--- src/hdl/cft_pkg.sv ---
// shared types and constants of the csv field tokenizer
package cft_pkg;

    localparam int BYTE_W  = 8;
    localparam int KIND_W  = 2;
    localparam int CFG_IDX_W = 1;

    localparam logic [BYTE_W-1:0] BYTE_LF = 8'h0A;
    localparam logic [BYTE_W-1:0] BYTE_CR = 8'h0D;

    localparam logic [BYTE_W-1:0] DELIM_RESET = 8'd44;
    localparam logic [BYTE_W-1:0] QUOTE_RESET = 8'd34;

    // configuration register indexes
    typedef enum logic [CFG_IDX_W-1:0] {
        CFG_DELIMITER = 1'b0,
        CFG_QUOTE     = 1'b1
    } t_cfg_idx;

    // parse mode, code 3 is treated as normal
    typedef enum logic [1:0] {
        MODE_NORMAL      = 2'd0,
        MODE_IN_QUOTE    = 2'd1,
        MODE_AFTER_QUOTE = 2'd2
    } t_mode;

    typedef enum logic [KIND_W-1:0] {
        KIND_CONTENT    = 2'd0,
        KIND_FIELD_END  = 2'd1,
        KIND_STREAM_END = 2'd2
    } t_kind;

    typedef struct packed {
        logic [BYTE_W-1:0] delimiter_byte;
        logic [BYTE_W-1:0] quote_byte;
    } t_cfg;

    typedef struct packed {
        t_kind             item_kind;
        logic [BYTE_W-1:0] content_byte;
        logic              line_end;
    } t_result;

endpackage

--- src/hdl/cft_ifs.sv ---
// channel interfaces: byte input, token output, configuration writes
interface cft_in_if;
    import cft_pkg::*;
    logic              valid;
    logic              ready;
    logic [BYTE_W-1:0] in_byte;
    logic              end_of_input;
    modport source (output valid, output in_byte, output end_of_input, input ready);
    modport sink   (input valid, input in_byte, input end_of_input, output ready);
endinterface

interface cft_out_if;
    import cft_pkg::*;
    logic              valid;
    logic              ready;
    logic [KIND_W-1:0] item_kind;
    logic [BYTE_W-1:0] content_byte;
    logic              line_end;
    modport source (output valid, output item_kind, output content_byte, output line_end,
                    input ready);
    modport sink   (input valid, input item_kind, input content_byte, input line_end,
                    output ready);
endinterface

interface cft_cfg_if;
    import cft_pkg::*;
    logic                 valid;
    logic                 ready;
    logic [CFG_IDX_W-1:0] index;
    logic [BYTE_W-1:0]    data;
    modport source (output valid, output index, output data, input ready);
    modport sink   (input valid, input index, input data, output ready);
endinterface

--- src/hdl/cft_cfg_regs.sv ---
// delimiter and quote configuration registers
module cft_cfg_regs (
    input  logic          i_clk,
    input  logic          i_rst_n,
    cft_cfg_if.sink       i_cfg,
    output cft_pkg::t_cfg o_cfg
);
    import cft_pkg::*;

    logic [BYTE_W-1:0] r_delim;
    logic [BYTE_W-1:0] r_quote;

    assign i_cfg.ready = 1'b1;

    // register write on each request
    always_ff @(posedge i_clk) begin
        if (!i_rst_n) begin
            r_delim <= DELIM_RESET;
            r_quote <= QUOTE_RESET;
        end else if (i_cfg.valid) begin
            unique case (t_cfg_idx'(i_cfg.index))
                CFG_DELIMITER: r_delim <= i_cfg.data;
                CFG_QUOTE:     r_quote <= i_cfg.data;
                default: ;
            endcase
        end
    end

    assign o_cfg.delimiter_byte = r_delim;
    assign o_cfg.quote_byte     = r_quote;

endmodule

--- src/hdl/cft_parse_core.sv ---
// input register, parse state and per-byte token decision
module cft_parse_core (
    input  logic            i_clk,
    input  logic            i_rst_n,
    cft_in_if.sink          i_in,
    input  cft_pkg::t_cfg   i_cfg,
    input  logic            i_out_free,
    output logic            o_res_valid,
    output cft_pkg::t_result o_res
);
    import cft_pkg::*;

    logic              r_in_valid;
    logic [BYTE_W-1:0] r_byte;
    logic              r_eos;

    t_mode r_mode, n_mode;
    logic  r_has_content, n_has_content;
    logic  r_last_cr, n_last_cr;

    logic advance;
    logic is_delim, is_quote, is_cr, is_lf, is_line;
    logic emit;
    t_result res;

    // an item leaves the input register whenever the result register can take it
    assign advance    = r_in_valid && i_out_free;
    assign i_in.ready = !r_in_valid || advance;

    // input register
    always_ff @(posedge i_clk) begin
        if (!i_rst_n) begin
            r_in_valid <= 1'b0;
        end else if (i_in.ready) begin
            r_in_valid <= i_in.valid;
        end
    end

    always_ff @(posedge i_clk) begin
        if (i_in.ready && i_in.valid) begin
            r_byte <= i_in.in_byte;
            r_eos  <= i_in.end_of_input;
        end
    end

    // byte classification
    assign is_delim = (r_byte == i_cfg.delimiter_byte);
    assign is_quote = (r_byte == i_cfg.quote_byte);
    assign is_cr    = (r_byte == BYTE_CR);
    assign is_lf    = (r_byte == BYTE_LF);
    assign is_line  = is_cr || is_lf;

    // next parse state
    always_comb begin
        n_mode        = r_mode;
        n_has_content = r_has_content;
        n_last_cr     = r_last_cr;
        if (r_eos) begin
            n_mode        = MODE_NORMAL;
            n_has_content = 1'b0;
        end else begin
            unique case (r_mode)
                MODE_IN_QUOTE: begin
                    if (is_quote) begin
                        n_mode = MODE_AFTER_QUOTE;
                    end else begin
                        n_has_content = 1'b1;
                    end
                end
                MODE_AFTER_QUOTE: begin
                    if (is_quote) begin
                        n_mode        = MODE_IN_QUOTE;
                        n_has_content = 1'b1;
                    end else if (is_line) begin
                        n_last_cr     = is_cr;
                        n_mode        = MODE_NORMAL;
                        n_has_content = 1'b0;
                    end else if (is_delim) begin
                        n_mode        = MODE_NORMAL;
                        n_has_content = 1'b0;
                    end
                end
                default: begin
                    // normal mode
                    if (is_delim) begin
                        n_last_cr     = 1'b0;
                        n_mode        = MODE_NORMAL;
                        n_has_content = 1'b0;
                    end else if (is_lf && !r_has_content && r_last_cr) begin
                        n_last_cr = 1'b0;
                    end else if (is_line) begin
                        n_last_cr     = is_cr;
                        n_mode        = MODE_NORMAL;
                        n_has_content = 1'b0;
                    end else if (is_quote && !r_has_content) begin
                        n_last_cr = 1'b0;
                        n_mode    = MODE_IN_QUOTE;
                    end else begin
                        n_last_cr     = 1'b0;
                        n_has_content = 1'b1;
                    end
                end
            endcase
        end
    end

    // token produced by this byte
    always_comb begin
        emit             = 1'b0;
        res.item_kind    = KIND_CONTENT;
        res.content_byte = '0;
        res.line_end     = 1'b0;
        if (r_eos) begin
            emit          = 1'b1;
            res.item_kind = r_has_content ? KIND_FIELD_END : KIND_STREAM_END;
        end else begin
            unique case (r_mode)
                MODE_IN_QUOTE: begin
                    if (!is_quote) begin
                        emit             = 1'b1;
                        res.content_byte = r_byte;
                    end
                end
                MODE_AFTER_QUOTE: begin
                    if (is_quote) begin
                        emit             = 1'b1;
                        res.content_byte = r_byte;
                    end else if (is_line || is_delim) begin
                        emit          = 1'b1;
                        res.item_kind = KIND_FIELD_END;
                        res.line_end  = is_line;
                    end
                end
                default: begin
                    if (is_delim) begin
                        emit          = 1'b1;
                        res.item_kind = KIND_FIELD_END;
                    end else if (is_lf && !r_has_content && r_last_cr) begin
                        emit = 1'b0;
                    end else if (is_line) begin
                        emit          = 1'b1;
                        res.item_kind = KIND_FIELD_END;
                        res.line_end  = 1'b1;
                    end else if (!(is_quote && !r_has_content)) begin
                        emit             = 1'b1;
                        res.content_byte = r_byte;
                    end
                end
            endcase
        end
    end

    // parse state registers
    always_ff @(posedge i_clk) begin
        if (!i_rst_n) begin
            r_mode        <= MODE_NORMAL;
            r_has_content <= 1'b0;
            r_last_cr     <= 1'b0;
        end else if (advance) begin
            r_mode        <= n_mode;
            r_has_content <= n_has_content;
            r_last_cr     <= n_last_cr;
        end
    end

    assign o_res_valid = advance && emit;
    assign o_res       = res;

endmodule

--- src/hdl/cft_out_reg.sv ---
// result register driving the output channel
module cft_out_reg (
    input  logic             i_clk,
    input  logic             i_rst_n,
    input  logic             i_res_valid,
    input  cft_pkg::t_result i_res,
    output logic             o_free,
    cft_out_if.source        o_out
);
    import cft_pkg::*;

    logic    r_valid;
    t_result r_res;

    // free when empty or when the held result is taken this cycle
    assign o_free = !r_valid || o_out.ready;

    always_ff @(posedge i_clk) begin
        if (!i_rst_n) begin
            r_valid <= 1'b0;
        end else if (o_free) begin
            r_valid <= i_res_valid;
        end
    end

    always_ff @(posedge i_clk) begin
        if (o_free && i_res_valid) begin
            r_res <= i_res;
        end
    end

    assign o_out.valid        = r_valid;
    assign o_out.item_kind    = r_res.item_kind;
    assign o_out.content_byte = r_res.content_byte;
    assign o_out.line_end     = r_res.line_end;

endmodule

--- src/hdl/csv_field_tokenizer.sv ---
// top level of the csv field tokenizer
// Byte-serial CSV tokenizer with quoted fields.
// i_in: one request per raw byte, or an end-of-stream mark (end_of_input).
// o_out: at most one token per input request: a content byte, an end of
//   field (line_end set when the field also ends a line) or an end of stream.
// i_cfg: delimiter (index 0) and quote byte (index 1), always ready; write
//   only while no byte is in flight.
// Path: an accepted byte is held in the input register, then its token in the
//   result register, which drives the output.
// Throughput: one byte per cycle while the output is not held; the parse state
//   is a two-bit mode and two flags updated together, so bytes follow back to back.
// Bytes that make no token leave the input register at the next edge unless
//   the result register is held.
// Stall: while the output is held, the result register keeps its token and
//   the input register holds one more byte; input ready falls only when both
//   are full, and nothing is dropped.
// Reset (synchronous, active low): normal mode, no field content, no CR
//   pending, both channels empty, delimiter ',' and quote '"'.
module csv_field_tokenizer (
    input  logic      i_clk,
    input  logic      i_rst_n,
    cft_in_if.sink    i_in,
    cft_cfg_if.sink   i_cfg,
    cft_out_if.source o_out
);
    import cft_pkg::*;

    t_cfg    cfg;
    t_result res;
    logic    res_valid;
    logic    out_free;

    // configuration registers
    cft_cfg_regs u_cfg (
        .i_clk   (i_clk),
        .i_rst_n (i_rst_n),
        .i_cfg   (i_cfg),
        .o_cfg   (cfg)
    );

    // parser
    cft_parse_core u_core (
        .i_clk       (i_clk),
        .i_rst_n     (i_rst_n),
        .i_in        (i_in),
        .i_cfg       (cfg),
        .i_out_free  (out_free),
        .o_res_valid (res_valid),
        .o_res       (res)
    );

    // output stage
    cft_out_reg u_out (
        .i_clk       (i_clk),
        .i_rst_n     (i_rst_n),
        .i_res_valid (res_valid),
        .i_res       (res),
        .o_free      (out_free),
        .o_out       (o_out)
    );

endmodule
--- src/flat_wrapper.sv ---
// flat-port wrapper written by rule: the top's interface ports become plain ports
module csv_field_tokenizer_flat import cft_pkg::*;
  (i_clk, i_rst_n, i_in_valid, i_in_in_byte, i_in_end_of_input, i_in_ready, i_cfg_valid, i_cfg_index, i_cfg_data, i_cfg_ready, o_out_valid, o_out_item_kind, o_out_content_byte, o_out_line_end, o_out_ready);
  cft_in_if i_in_i ();
  cft_cfg_if i_cfg_i ();
  cft_out_if o_out_i ();
  input  logic i_clk;
  input  logic i_rst_n;
  input wire logic [$bits(i_in_i.valid)-1:0] i_in_valid;
  input wire logic [$bits(i_in_i.in_byte)-1:0] i_in_in_byte;
  input wire logic [$bits(i_in_i.end_of_input)-1:0] i_in_end_of_input;
  output wire logic [$bits(i_in_i.ready)-1:0] i_in_ready;
  input wire logic [$bits(i_cfg_i.valid)-1:0] i_cfg_valid;
  input wire logic [$bits(i_cfg_i.index)-1:0] i_cfg_index;
  input wire logic [$bits(i_cfg_i.data)-1:0] i_cfg_data;
  output wire logic [$bits(i_cfg_i.ready)-1:0] i_cfg_ready;
  output wire logic [$bits(o_out_i.valid)-1:0] o_out_valid;
  output wire logic [$bits(o_out_i.item_kind)-1:0] o_out_item_kind;
  output wire logic [$bits(o_out_i.content_byte)-1:0] o_out_content_byte;
  output wire logic [$bits(o_out_i.line_end)-1:0] o_out_line_end;
  input wire logic [$bits(o_out_i.ready)-1:0] o_out_ready;
  assign i_in_i.valid = i_in_valid;
  assign i_in_i.in_byte = i_in_in_byte;
  assign i_in_i.end_of_input = i_in_end_of_input;
  assign i_in_ready = i_in_i.ready;
  assign i_cfg_i.valid = i_cfg_valid;
  assign i_cfg_i.index = i_cfg_index;
  assign i_cfg_i.data = i_cfg_data;
  assign i_cfg_ready = i_cfg_i.ready;
  assign o_out_valid = o_out_i.valid;
  assign o_out_item_kind = o_out_i.item_kind;
  assign o_out_content_byte = o_out_i.content_byte;
  assign o_out_line_end = o_out_i.line_end;
  assign o_out_i.ready = o_out_ready;
  csv_field_tokenizer u_core (.i_clk(i_clk), .i_rst_n(i_rst_n), .i_in(i_in_i), .i_cfg(i_cfg_i), .o_out(o_out_i));
endmodule
--- config.mk ---
export PLATFORM = sky130hd
export DESIGN_NAME = csv_field_tokenizer_flat
export DESIGN_NICKNAME = d
export VERILOG_FILES = /design/src/hdl/cft_pkg.sv /design/src/hdl/cft_ifs.sv /design/src/hdl/cft_cfg_regs.sv /design/src/hdl/cft_parse_core.sv /design/src/hdl/cft_out_reg.sv /design/src/hdl/csv_field_tokenizer.sv /design/src/flat_wrapper.sv
export SDC_FILE = /design/constraint.sdc
export NUM_CORES = 1
export LEC_CHECK = 0
export CAP_MARGIN = 15
export CELL_PAD_IN_SITES_DETAIL_PLACEMENT = 1
export CELL_PAD_IN_SITES_GLOBAL_PLACEMENT = 2
export CORE_MARGIN = 5
export CORE_UTILIZATION = 36
export CTS_CLUSTER_SIZE = 28
export DETAILED_ROUTE_END_ITERATION = 10
export DONT_BUFFER_PORTS = 1
export GPL_ROUTABILITY_DRIVEN = 0
export GPL_TIMING_DRIVEN = 0
export PLACE_DENSITY_LB_ADDON = 0.05
export SETUP_SLACK_MARGIN = 0.02
export SLEW_MARGIN = 10
export SYNTH_ARGS = -nofsm -noshare
export SYNTH_HDL_FRONTEND = slang
export SYNTH_SLANG_ARGS = --single-unit
--- constraint.sdc ---
create_clock -name i_clk -period 3.05 [get_ports i_clk]
set_clock_uncertainty 0.05 [all_clocks]
set_input_delay 0.1525 -clock i_clk [delete_from_list [all_inputs] [get_ports i_clk]]
set_output_delay 0.1525 -clock i_clk [all_outputs]
set_load 0.02 [all_outputs]
# Yosys cells after proc, flatten, opt, wreduce, memory -nomap -nowiden
# Index checks and enable logic that the tools add are counted.
# totals
reg_bits	42
input_bits	23
output_inout_bits	14
elab_cells	101
# op_classes
n_eq_ne	13
muxes	53
bitwise	3
reduce_logical	20
# ops
cell	n
$mux 8	4
$mux 1	28
$mux 2	12
$eq 8x4->1 const B	2
$eq 8x8->1	2
$pmux 8 s2	1
$reduce_and 5->1	3
$mux 10	1
$mux 9	1
$pmux 1 s2	4
$pmux 2 s2	2
$logic_and 1x1->1	7
$ne 3x3->1 const B	2
$ne 6x4->1 const B	1
$reduce_bool 6->1	1
$ne 5x3->1 const B	1
$ne 5x5->1 const B	1
$logic_or 1x1->1	4
$ne 2x2->1 const B	2
$reduce_and 2->1	2
$logic_not 1->1	3
$not 1->1	3
$eq 2x1->1 const B	1
$eq 2x2->1 const B	1

# Depth between registers and ports, before layout
# Gate-level depths: netlist (run 1).
# depth
ltp_word	10
depth_mapped	7
ltp_nobuf	7

# Modules after synthesis
# From an unflattened synthesis (run 1), not the netlist that was laid out.
# hier_totals
cells_unflattened	204
hier_area_um2	2234.6
# modules_own_cells
mod	instances	cells_each	area_each_um2	seq_area_each_um2
cft_parse_core	1	117	1182.4	370.4
cft_cfg_regs	1	71	664.4	320.3
cft_out_reg	1	16	387.9	350.3

# Worst setup path before layout (run 1)
# No wires, ideal clock.
# synth_timing
path_type	register to register
from	reg u_core.u_core.r_byte[0]
to	reg u_core.u_out.r_res (netlist bit u_core.u_out.o_out.content_byte[0]) (enable)
setup_ns	0.382
arrival_ns	1.838
required_time_ns	2.618
slack_ns	0.780
path_stages_with_launch	7
n_path_buf	0
period_less_slack_ns	2.270
cell_sequence	edfxtp_1 -> xnor2_1 -> and4_1 -> nand3_1 -> a21oi_1 -> a311oi_1 -> a21oi_1
# synth_via
elab_chain_len	10
elab_cells_between_ends	20
cone_classes	eq/ne (4); mux (9); reduce/logical (7)
# synth_rtl
item	line_no	rtl
start, declared	cft_parse_core.sv:14	logic [BYTE_W-1:0] r_byte;
start signal, assigned	cft_parse_core.sv:41	r_byte <= i_in.in_byte;
$eq 8x8->1	cft_parse_core.sv:48	assign is_quote = (r_byte == i_cfg.quote_byte);
$logic_and 1x1->1	cft_parse_core.sv:144	end else if (!(is_quote && !r_has_content)) begin
$mux 1	cft_parse_core.sv:144	
$mux 1	cft_parse_core.sv:140	end else if (is_line) begin
$mux 1	cft_parse_core.sv:138	end else if (is_lf && !r_has_content && r_last_cr) begin
$mux 1	cft_parse_core.sv:135	if (is_delim) begin
$pmux 1 s2 *	cft_parse_core.sv:117	unique case (r_mode)
$mux 1 *	cft_parse_core.sv:113	if (r_eos) begin
$logic_and 1x1->1 *	cft_parse_core.sv:166	assign o_res_valid = advance && emit;
$logic_and 1x1->1 *	cft_out_reg.sv:27	if (o_free && i_res_valid) begin
end signal, assigned	cft_out_reg.sv:28	r_res <= i_res;
end, declared	cft_out_reg.sv:13	t_result r_res;
# Mark *: on every way between the ends. The rest lies on a longest branch, timed or not.
# A chain may end at the register's enable or synchronous reset.

# Worst setup path after layout (run 1)
# layout_timing
from	reg u_core.u_core.r_byte[2]
to	reg u_core.u_out.r_res (netlist bit u_core.u_out.o_out.content_byte[2]) (enable)
# Same word-level chain as after synthesis.

==> results of run 1 <==
state kept, by name, indices dropped and copies added (netlist names):
name and flops:
u_core.u_cfg.r_delim 8, u_core.u_cfg.r_quote 8, u_core.u_core.r_byte 8, u_core.u_out.o_out.content_byte 8, u_core.u_core.r_mode 2, u_core.u_out.o_out.item_kind 2, u_core.u_core.r_eos 1, u_core.u_core.r_has_content 1
u_core.u_core.r_in_valid 1, u_core.u_core.r_last_cr 1, u_core.u_out.o_out.line_end 1, u_core.u_out.o_out.valid 1
placed cells by master, fill, tap and decap left out, types with 2 or more instances in the layout:
cell type	n
a21boi_0	12
a21oi_1	5
a21oi_2	2
and2_1	11
and4_1	2
clkbuf_1	6
clkbuf_8	5
dfxtp_1	22
dlygate4sd3_1	19
edfxtp_1	20
ha_1	3
inv_1	9
mux2i_1	2
nand2_1	40
nand2b_1	2
nand3_1	7
nand4_1	4
nor2_1	5
nor2b_1	4
nor3_1	3
o211ai_1	2
o21a_1	2
o21ai_0	5
o21ai_1	3
or3_1	2
xnor2_1	16
layer usage:
metal / track usage (%) / vias to the layer above
li1: - / 796
met1: 19.1 / 788
met2: 26.5 / 28
met3: 3.61 / 8
met4: 4.67 / 0
met5: 0 / -
worst paths after layout:
| path | end | slack [ns] | depth (start not counted) |
|---|---|---|---|
| max reg2reg | u_core.u_out.o_out.content_byte[2] | 0.24 | 6 |
| max | u_core.u_out.o_out.content_byte[2] | 0.24 | 6 |
| min reg2reg | u_core.u_cfg.r_quote[4] | 0.43 | 2 |
| min | u_core.u_out.o_out.valid | 0.02 | 2 |
layout make-up:
type                       instances  area share [%]
sequential                        42            42.0
timing repair buffer              19            7.67
buffer                             7            1.21
clock inverter                     3           0.858
multi-input combinational        153            40.5
clock buffer                       5            2.77
tap                               72            3.63
inverter                           9            1.36
through the flow:
stage	instance area, um^2	hold slack [ns]	power (mW)	utilization (%)	instances
after floorplan	2110	0.201	0.759	-	211
after global placement	2200	0.201	0.789	39.2	283
after detailed placement	2200	0.201	0.796	39.2	283
after CTS	2480	0.00496	1.19	44.2	310
after global routing	2480	0.0388	1.23	44.2	310
final	2480	0.0211	1.17	44.2	310
critical path, delay by kind of cell (launching register included):
kind / cells / cell delay (ns)
flip-flops: 1 / 0.53
AO/OA/AOI/OAI: 3 / 1.20
XOR/XNOR: 1 / 0.26
AND/OR/NAND/NOR: 2 / 0.39
repair_timing:
item	4_1_cts	5_1_grt
setup endpoints to repair	0	0
endpoints found under the hold margin	27	0
hold buffers	19	0
power by group through the flow:
stage	clock [mW]	combinational, mW	sequential (mW)
2_1_floorplan	0	0.0927	0.666
3_3_place_gp	0	0.114	0.676
3_5_place_dp	0	0.119	0.677
4_1_cts	0.381	0.140	0.664
5_1_grt	0.406	0.155	0.667
6_report	0.363	0.139	0.663
synthesized netlist by cell type (2+ instances only):
cell type	instances
nand2_1	40
dfxtp_1	22
edfxtp_1	20
xnor2_1	16
a21boi_0	12
and2_1	11
inv_1	9
nand3_1	7
clkbuf_1	6
a21oi_1	5
nor2_1	5
o21ai_0	5
nand4_1	4
nor2b_1	4
ha_1	3
nor3_1	3
o21ai_1	3
a21oi_2	2
and4_1	2
mux2i_1	2
nand2b_1	2
o211ai_1	2
o21a_1	2
or3_1	2
cells by family after synthesis:
kind of cell | count (synthesis) | synth area share (%)
compound gates | 44 | 16.0
xor+xnor | 16 | 6.64
buf+inv | 16 | 3.02
mux | 2 | 0.949
fa+ha+maj | 3 | 1.78
flops | 42 | 49.3
other cells | 1 | 0.178
simple gates | 87 | 22.1
==> summary.txt, run 1 <==
Timing
  – Setup violations, final: 0
  – Tmin final: 2.81 ns
  – Count of endpoints failing hold in the final timing report: 0
  – Share of the clock period used by the worst path after layout: 92.1%
  – Slew @ Worst Pin: 1.12 ns
  – Pins Over Slew Limit: 0
  – Final worst setup slack: ~0.24 ns
  – Headroom to the max-slew limit: approximately 26%
  – Setup repair after global routing missed its margin: false
  – Setup TNS Final: 0 ns
  – Maximum achievable frequency: 356 MHz

Worst setup path
  – Element type at the critical path start: flop
  – Highest cell delay on the worst timing path: 0.89 ns
  – Worst R2R Start: u_core.u_core.r_byte[2]
  – Critical-path cell with the highest stage delay: a21oi_1
  – Endpoint class of the critical path: flop
  – WP data arrival: 2.68 ns
  – Most used cell, CP: a21oi_1
  – Start point of the critical path: u_core.u_core.r_byte[2]
  – Maximum fanout count along the critical path: 11
  – Crit-path cells: xnor2_1, and4_1, nand3_1, a21oi_1, a311oi_1, a21oi_1
  – Required time of the critical path: 2.92 ns
  – Type of the worst setup path: flop to flop

Clock tree
  – Clock Root Buffer: clkbuf_8
  – Post-CTS setup buffers: 0
  – Clock Latency Late Sink: 0.30 ns
  – TritonCTS clock tree: yes
  – Maximum root-to-sink buffer count: 2
  – Clock-pin slew reported for the worst setup and hold paths after clock tree synthesis: roughly 0.08 ns
  – Number of cells upsized or downsized after cts: 0
  – Sink Count: 42
  – TritonCTS Buffers: 5
  – Number of levels in the clock H-tree: 2

Worst hold path
  – Origin of the worst min-delay path: o_out_ready
  – Class of the tightest hold or removal check: primary input to flop

Drt
  – Top Metal Used: met4
  – Avg Vias per Cell: 5.23
  – Wirelength, routed: 5.45 mm
  – Met3 Routed Length: roughly 160 um
  – Met1 routed wirelength after detailed routing: 2.57 mm
  – DR pass1 iterations: 4
  – Number of remaining DRC errors: 0
  – Iter 0 DRT Violations: 50
  – Detail-routed net length per standard cell: 17.6 um
  – Routed vias: approximately 1,600
  – Count of antenna-violating nets left after detailed routing: 0
  – Met2 wire length: 2.64 mm

Die
  – Total number of placement rows: 27
  – Die Area: 0.00749 mm^2
  – Area of the core: 0.00561 mm^2
  – IO Count: 37
  – Vertical extent of the die: 86.6 um
  – Floorplan die width: 86.6 um
  – Initial cell density of the core: 37.6%

Global route
  – Initial antenna violation count: 0
  – Global router's overall resource usage: 15.4%
  – Pin count of the biggest net entering global routing: 15
  – Global-route wire length before repair: 8.89 mm
  – Number of global-route vias before repair: 1,716
  – GRT overflow: 0

Placement
  – Post-Place Setup Slack: 0.252 ns
  – Estimated wirelength of the detail-placed design: 4.15 mm
  – Buffers added on ports: 0

Logic synthesis
  – Dominant cell type by area after synthesis: edfxtp_1
  – Average instance area after synthesis: ~10 um^2
  – Post-synthesis register bit count: 42
  – Area share of the leading cell type in the synthesized netlist: 28.5%
  – Dominant cells by area after synthesis: edfxtp_1, dfxtp_1, nand2_1
  – Share of async-settable or async-resettable flops after synthesis: 0%
  – Most used flip-flop cell after synthesis: dfxtp_1
  – Yosys warning count: 0
  – Sequential-to-total area share from yosys stat: 49.3%
  – Synthesized netlist net count: 237
  – Netlist Area Pre-Place: 0.00211 mm^2
  – Number of instances in the synthesized netlist: between 200 and 250
  – Number of distinct standard cells referenced by the synthesized netlist: 46
  – Number of synthesized flops with an enable pin: 20

Finish
  – N_diodes: 0
  – Filler Cell Count: 650
  – Layout net count: 263
  – Share of layout cells above drive strength 1: 7.98%
  – Post-synthesis to final-layout area growth: 17.6%
  – Total area of sequential cells: 0.00104 mm^2
  – Multi-input gate area in the final layout: 0.00100 mm^2

Power
  – Switch Pwr: 0.317 mW
  – Share of power burned in combinational logic: 11.9%
  – Maximum vdd drop: 248 uV
  – Cell Pwr Density: 470 mW/mm^2
  – Int Power: approximately 0.85 mW
  – Switch share: 27.2%
  – Share of total power in the clock network: 31.2%
  – Leak: approximately 0.85 nW
  – Reg power frac: 56.9%

Job
  – # Max-Cap Violations: 0

Run status
  – Run status: finished clean
No activity file was read; power rests on OpenSTA's default activity.
==> run 2: changes to the inputs <==
CORE_ASPECT_RATIO = 1.75   (was not set)
==> run 2 against run 1 <==
  * Register-to-register slack improved by 0.30 ns
  * Power grew 0.60%
  * Critical path type unchanged
  * Sequential cell count is the same
  * Non-clock buffer count is the same
  * Utilization decreased by 1.2 points
==> summary.txt, run 2 (synthesis results as in run 1) <==
Worst setup path
  – Required time of the critical path: 2.93 ns (was 2.92 ns)
  – Type of the worst setup path: flop to flop (unchanged)
  – Worst R2R Start: u_core.u_core.r_byte[6] (was u_core.u_core.r_byte[2])
  – Crit-path cells: xnor2_1, nand4_1, o21ai_2, a311oi_1, a21oi_2 (was xnor2_1, and4_1, nand3_1, a21oi_1, a311oi_1, a21oi_1)
  – Critical-path cell with the highest stage delay: a21oi_2 (was a21oi_1)
  – Worst R2R Path Depth: 5 (was 6)
  – Highest cell delay on the worst timing path: 0.56 ns (was 0.89 ns)
  – Setup slack, reg-to-reg: 0.54 ns (was 0.24 ns)
  – Endpoint class of the critical path: flop (unchanged)
  – Worst r2r dst: u_core.u_out.o_out.content_byte[4] (was u_core.u_out.o_out.content_byte[2])
  – WP data arrival: 2.39 ns (was 2.68 ns)
  – Element type at the critical path start: flop (unchanged)
  – Maximum fanout count along the critical path: 11 (unchanged)

Placement
  – Post-Place Setup Slack: 0.180 ns (was 0.252 ns)
  – Estimated wirelength of the detail-placed design: 4.42 mm (was 4.15 mm)
  – Buffers added on ports: 0 (unchanged)
  – Cell count after placement: 289 (was 283)

Die
  – Vertical extent of the die: 111 um (was 86.6 um)
  – Die Area: 0.00755 mm^2 (was 0.00749 mm^2)
  – Total number of placement rows: 37 (was 27)
  – Floorplan die width: 67.9 um (was 86.6 um)
  – Initial cell density of the core: 36.5% (was 37.6%)
  – Area of the core: 0.00579 mm^2 (was 0.00561 mm^2)
  – IO Count: 37 (unchanged)

Timing
  – Slew @ Worst Pin: 0.634 ns (was 1.12 ns)
  – Final worst setup slack: 0.545 ns (was 0.241 ns)
  – Pins Over Slew Limit: 0 (unchanged)
  – Share of the clock period used by the worst path after layout: 82.1% (was 92.1%)
  – Maximum achievable frequency: 399 MHz (was 356 MHz)
  – Tmin final: 2.51 ns (was 2.81 ns)
  – Headroom to the max-slew limit: 57.8% (was 25.6%)
  – Count of endpoints failing hold in the final timing report: 0 (unchanged)
  – Setup TNS Final: 0 ns (unchanged)
  – Setup violations, final: 0 (unchanged)
  – Setup repair after global routing missed its margin: false (unchanged)

Finish
  – Multi-input gate area in the final layout: 0.00101 mm^2 (was 0.00100 mm^2)
  – Total area of sequential cells: 0.00104 mm^2 (unchanged)
  – Post-synthesis to final-layout area growth: 18.1% (was 17.6%)
  – Number of cells in the finished layout apart from fillers: 316 (was 310)
  – Commonest non-fill, non-tap cells in the layout: nand2_1, dfxtp_1, edfxtp_1, dlygate4sd3_1, xnor2_1 (unchanged)
  – Filler Cell Count: 667 (was 650)
  – N_diodes: 0 (unchanged)
  – Utilization of the core after routing: 43.0% (was 44.2%)
  – Most frequent standard cell in the layout excluding fill and tap cells: nand2_1 (unchanged)
  – Share of layout cells above drive strength 1: 8.40% (was 7.98%)
  – Layout net count: 263 (unchanged)

Worst hold path
  – Worst min-delay path endpoint: u_core.u_out.o_out.valid (unchanged)
  – Hold-critical path depth: 2 (unchanged)
  – Class of the tightest hold or removal check: primary input to flop (unchanged)
  – Origin of the worst min-delay path: o_out_ready (unchanged)

Global route
  – Pin count of the biggest net entering global routing: 15 (unchanged)
  – Number of global-route vias before repair: 1,795 (was 1,716)
  – Global router's overall resource usage: 16.1% (was 15.4%)
  – Initial antenna violation count: 0 (unchanged)
  – GRT overflow: 0 (unchanged)
  – Global-route wire length before repair: 9.06 mm (was 8.89 mm)

Power
  – Maximum vdd drop: 238 uV (was 248 uV)
  – Cell Pwr Density: 471 mW/mm^2 (was 470 mW/mm^2)
  – Leak: 0.848 nW (about the same)

Clock tree
  – Maximum root-to-sink buffer count: 2 (unchanged)
  – Number of levels in the clock H-tree: 2 (unchanged)
  – Clock Latency Late Sink: 0.30 ns (about the same)
  – Sink Count: 42 (unchanged)
  – TritonCTS Buffers: 5 (unchanged)
  – Clock Root Buffer: clkbuf_8 (unchanged)
  – TritonCTS clock tree: yes (unchanged)
  – Clock-pin slew reported for the worst setup and hold paths after clock tree synthesis: 0.09 ns (was 0.08 ns)

Drt
  – Wirelength, routed: 5.63 mm (was 5.45 mm)
  – Count of antenna-violating nets left after detailed routing: 0 (unchanged)
  – DR pass1 iterations: 4 (unchanged)
  – Avg Vias per Cell: 5.26 (was 5.23)
  – Detail-routed net length per standard cell: 17.8 um (was 17.6 um)
  – Number of remaining DRC errors: 0 (unchanged)
  – Iter 0 DRT Violations: 90 (was 50)
  – Routed vias: 1,662 (was 1,620)

Job
  – # Max-Cap Violations: 0 (unchanged)

Run status
  – Run status: finished clean (unchanged)
-- run 2: cell counts in the layout (fill, tap and decap cells not counted) --
No cell type changed its count.
-- run 2: worst max-delay path by stage --
stage | slack, ns | end | startpoint | cells after the start
after floorplan | 0.78 | u_core.u_out.o_out.content_byte[0] | u_core.u_core.r_byte[0] | 6
after detailed placement | 0.18 | u_core.u_out.o_out.content_byte[6] | u_core.u_core.r_byte[6] | 5
after global placement | 0.29 | u_core.u_out.o_out.content_byte[4] | u_core.u_core.r_byte[2] | 5
final | 0.54 | u_core.u_out.o_out.content_byte[4] | u_core.u_core.r_byte[6] | 5
after CTS | 0.16 | u_core.u_out.o_out.content_byte[6] | u_core.u_core.r_byte[6] | 5
after global routing | 0.34 | u_core.u_out.o_out.content_byte[5] | u_core.u_core.r_byte[0] | 6
-- run 2: cell type report --
type | instances | area share, %
multi-input cells | 153 | 40.5
clock inverters | 3 | 0.854
flip-flops and latches | 42 | 41.8
plain buffers | 7 | 1.21
repair buffers | 19 | 7.63
inverters | 9 | 1.36
clock buffers | 5 | 2.76
well taps | 78 | 3.92
-- run 2: repair_timing --
item	CTS	global route
hold endpoints to repair	27	0
hold buffers	19	0
resized for setup	0	1
setup buffers	0	0
setup endpoints to repair	0	11
-- run 2: layer usage --
| layer | up-vias | global-route usage [%] | share of wire (%) |
|---|---|---|---|
| met1 | 821 | 15.3 | 36 |
| met5 | - | 0 | 0 |
| li1 | 796 | - | - |
| met3 | 13 | 3.14 | 2.0 |
| met4 | 0 | 6.37 | 2.7 |
| met2 | 32 | 31.3 | 59 |
-- run 2: report_power, final --
| part | switching [mW] | total [mW] | internal, mW |
|---|---|---|---|
| Sequential | 0.0399 | 0.663 | 0.623 |
| Clock | 0.208 | 0.369 | 0.161 |
| Combinational | 0.0763 | 0.140 | 0.0639 |
-- run 2: critical path, delay by kind of cell, from the launching register on --
kind	cells	cell delay (ns)
AO/OA/AOI/OAI	3	1.03
AND/OR/NAND/NOR	1	0.33
flip-flops	1	0.52
XOR/XNOR	1	0.20
-- run 2: through the flow --
step	hold slack (ns)	total power [mW]	cell area (um^2)
after CTS	0.0147	1.19	2490
after detailed placement	0.201	0.797	2210
after floorplan	0.201	0.759	2110
final	0.0182	1.17	2490
after global routing	0.0328	1.23	2490
after global placement	0.201	0.791	2210
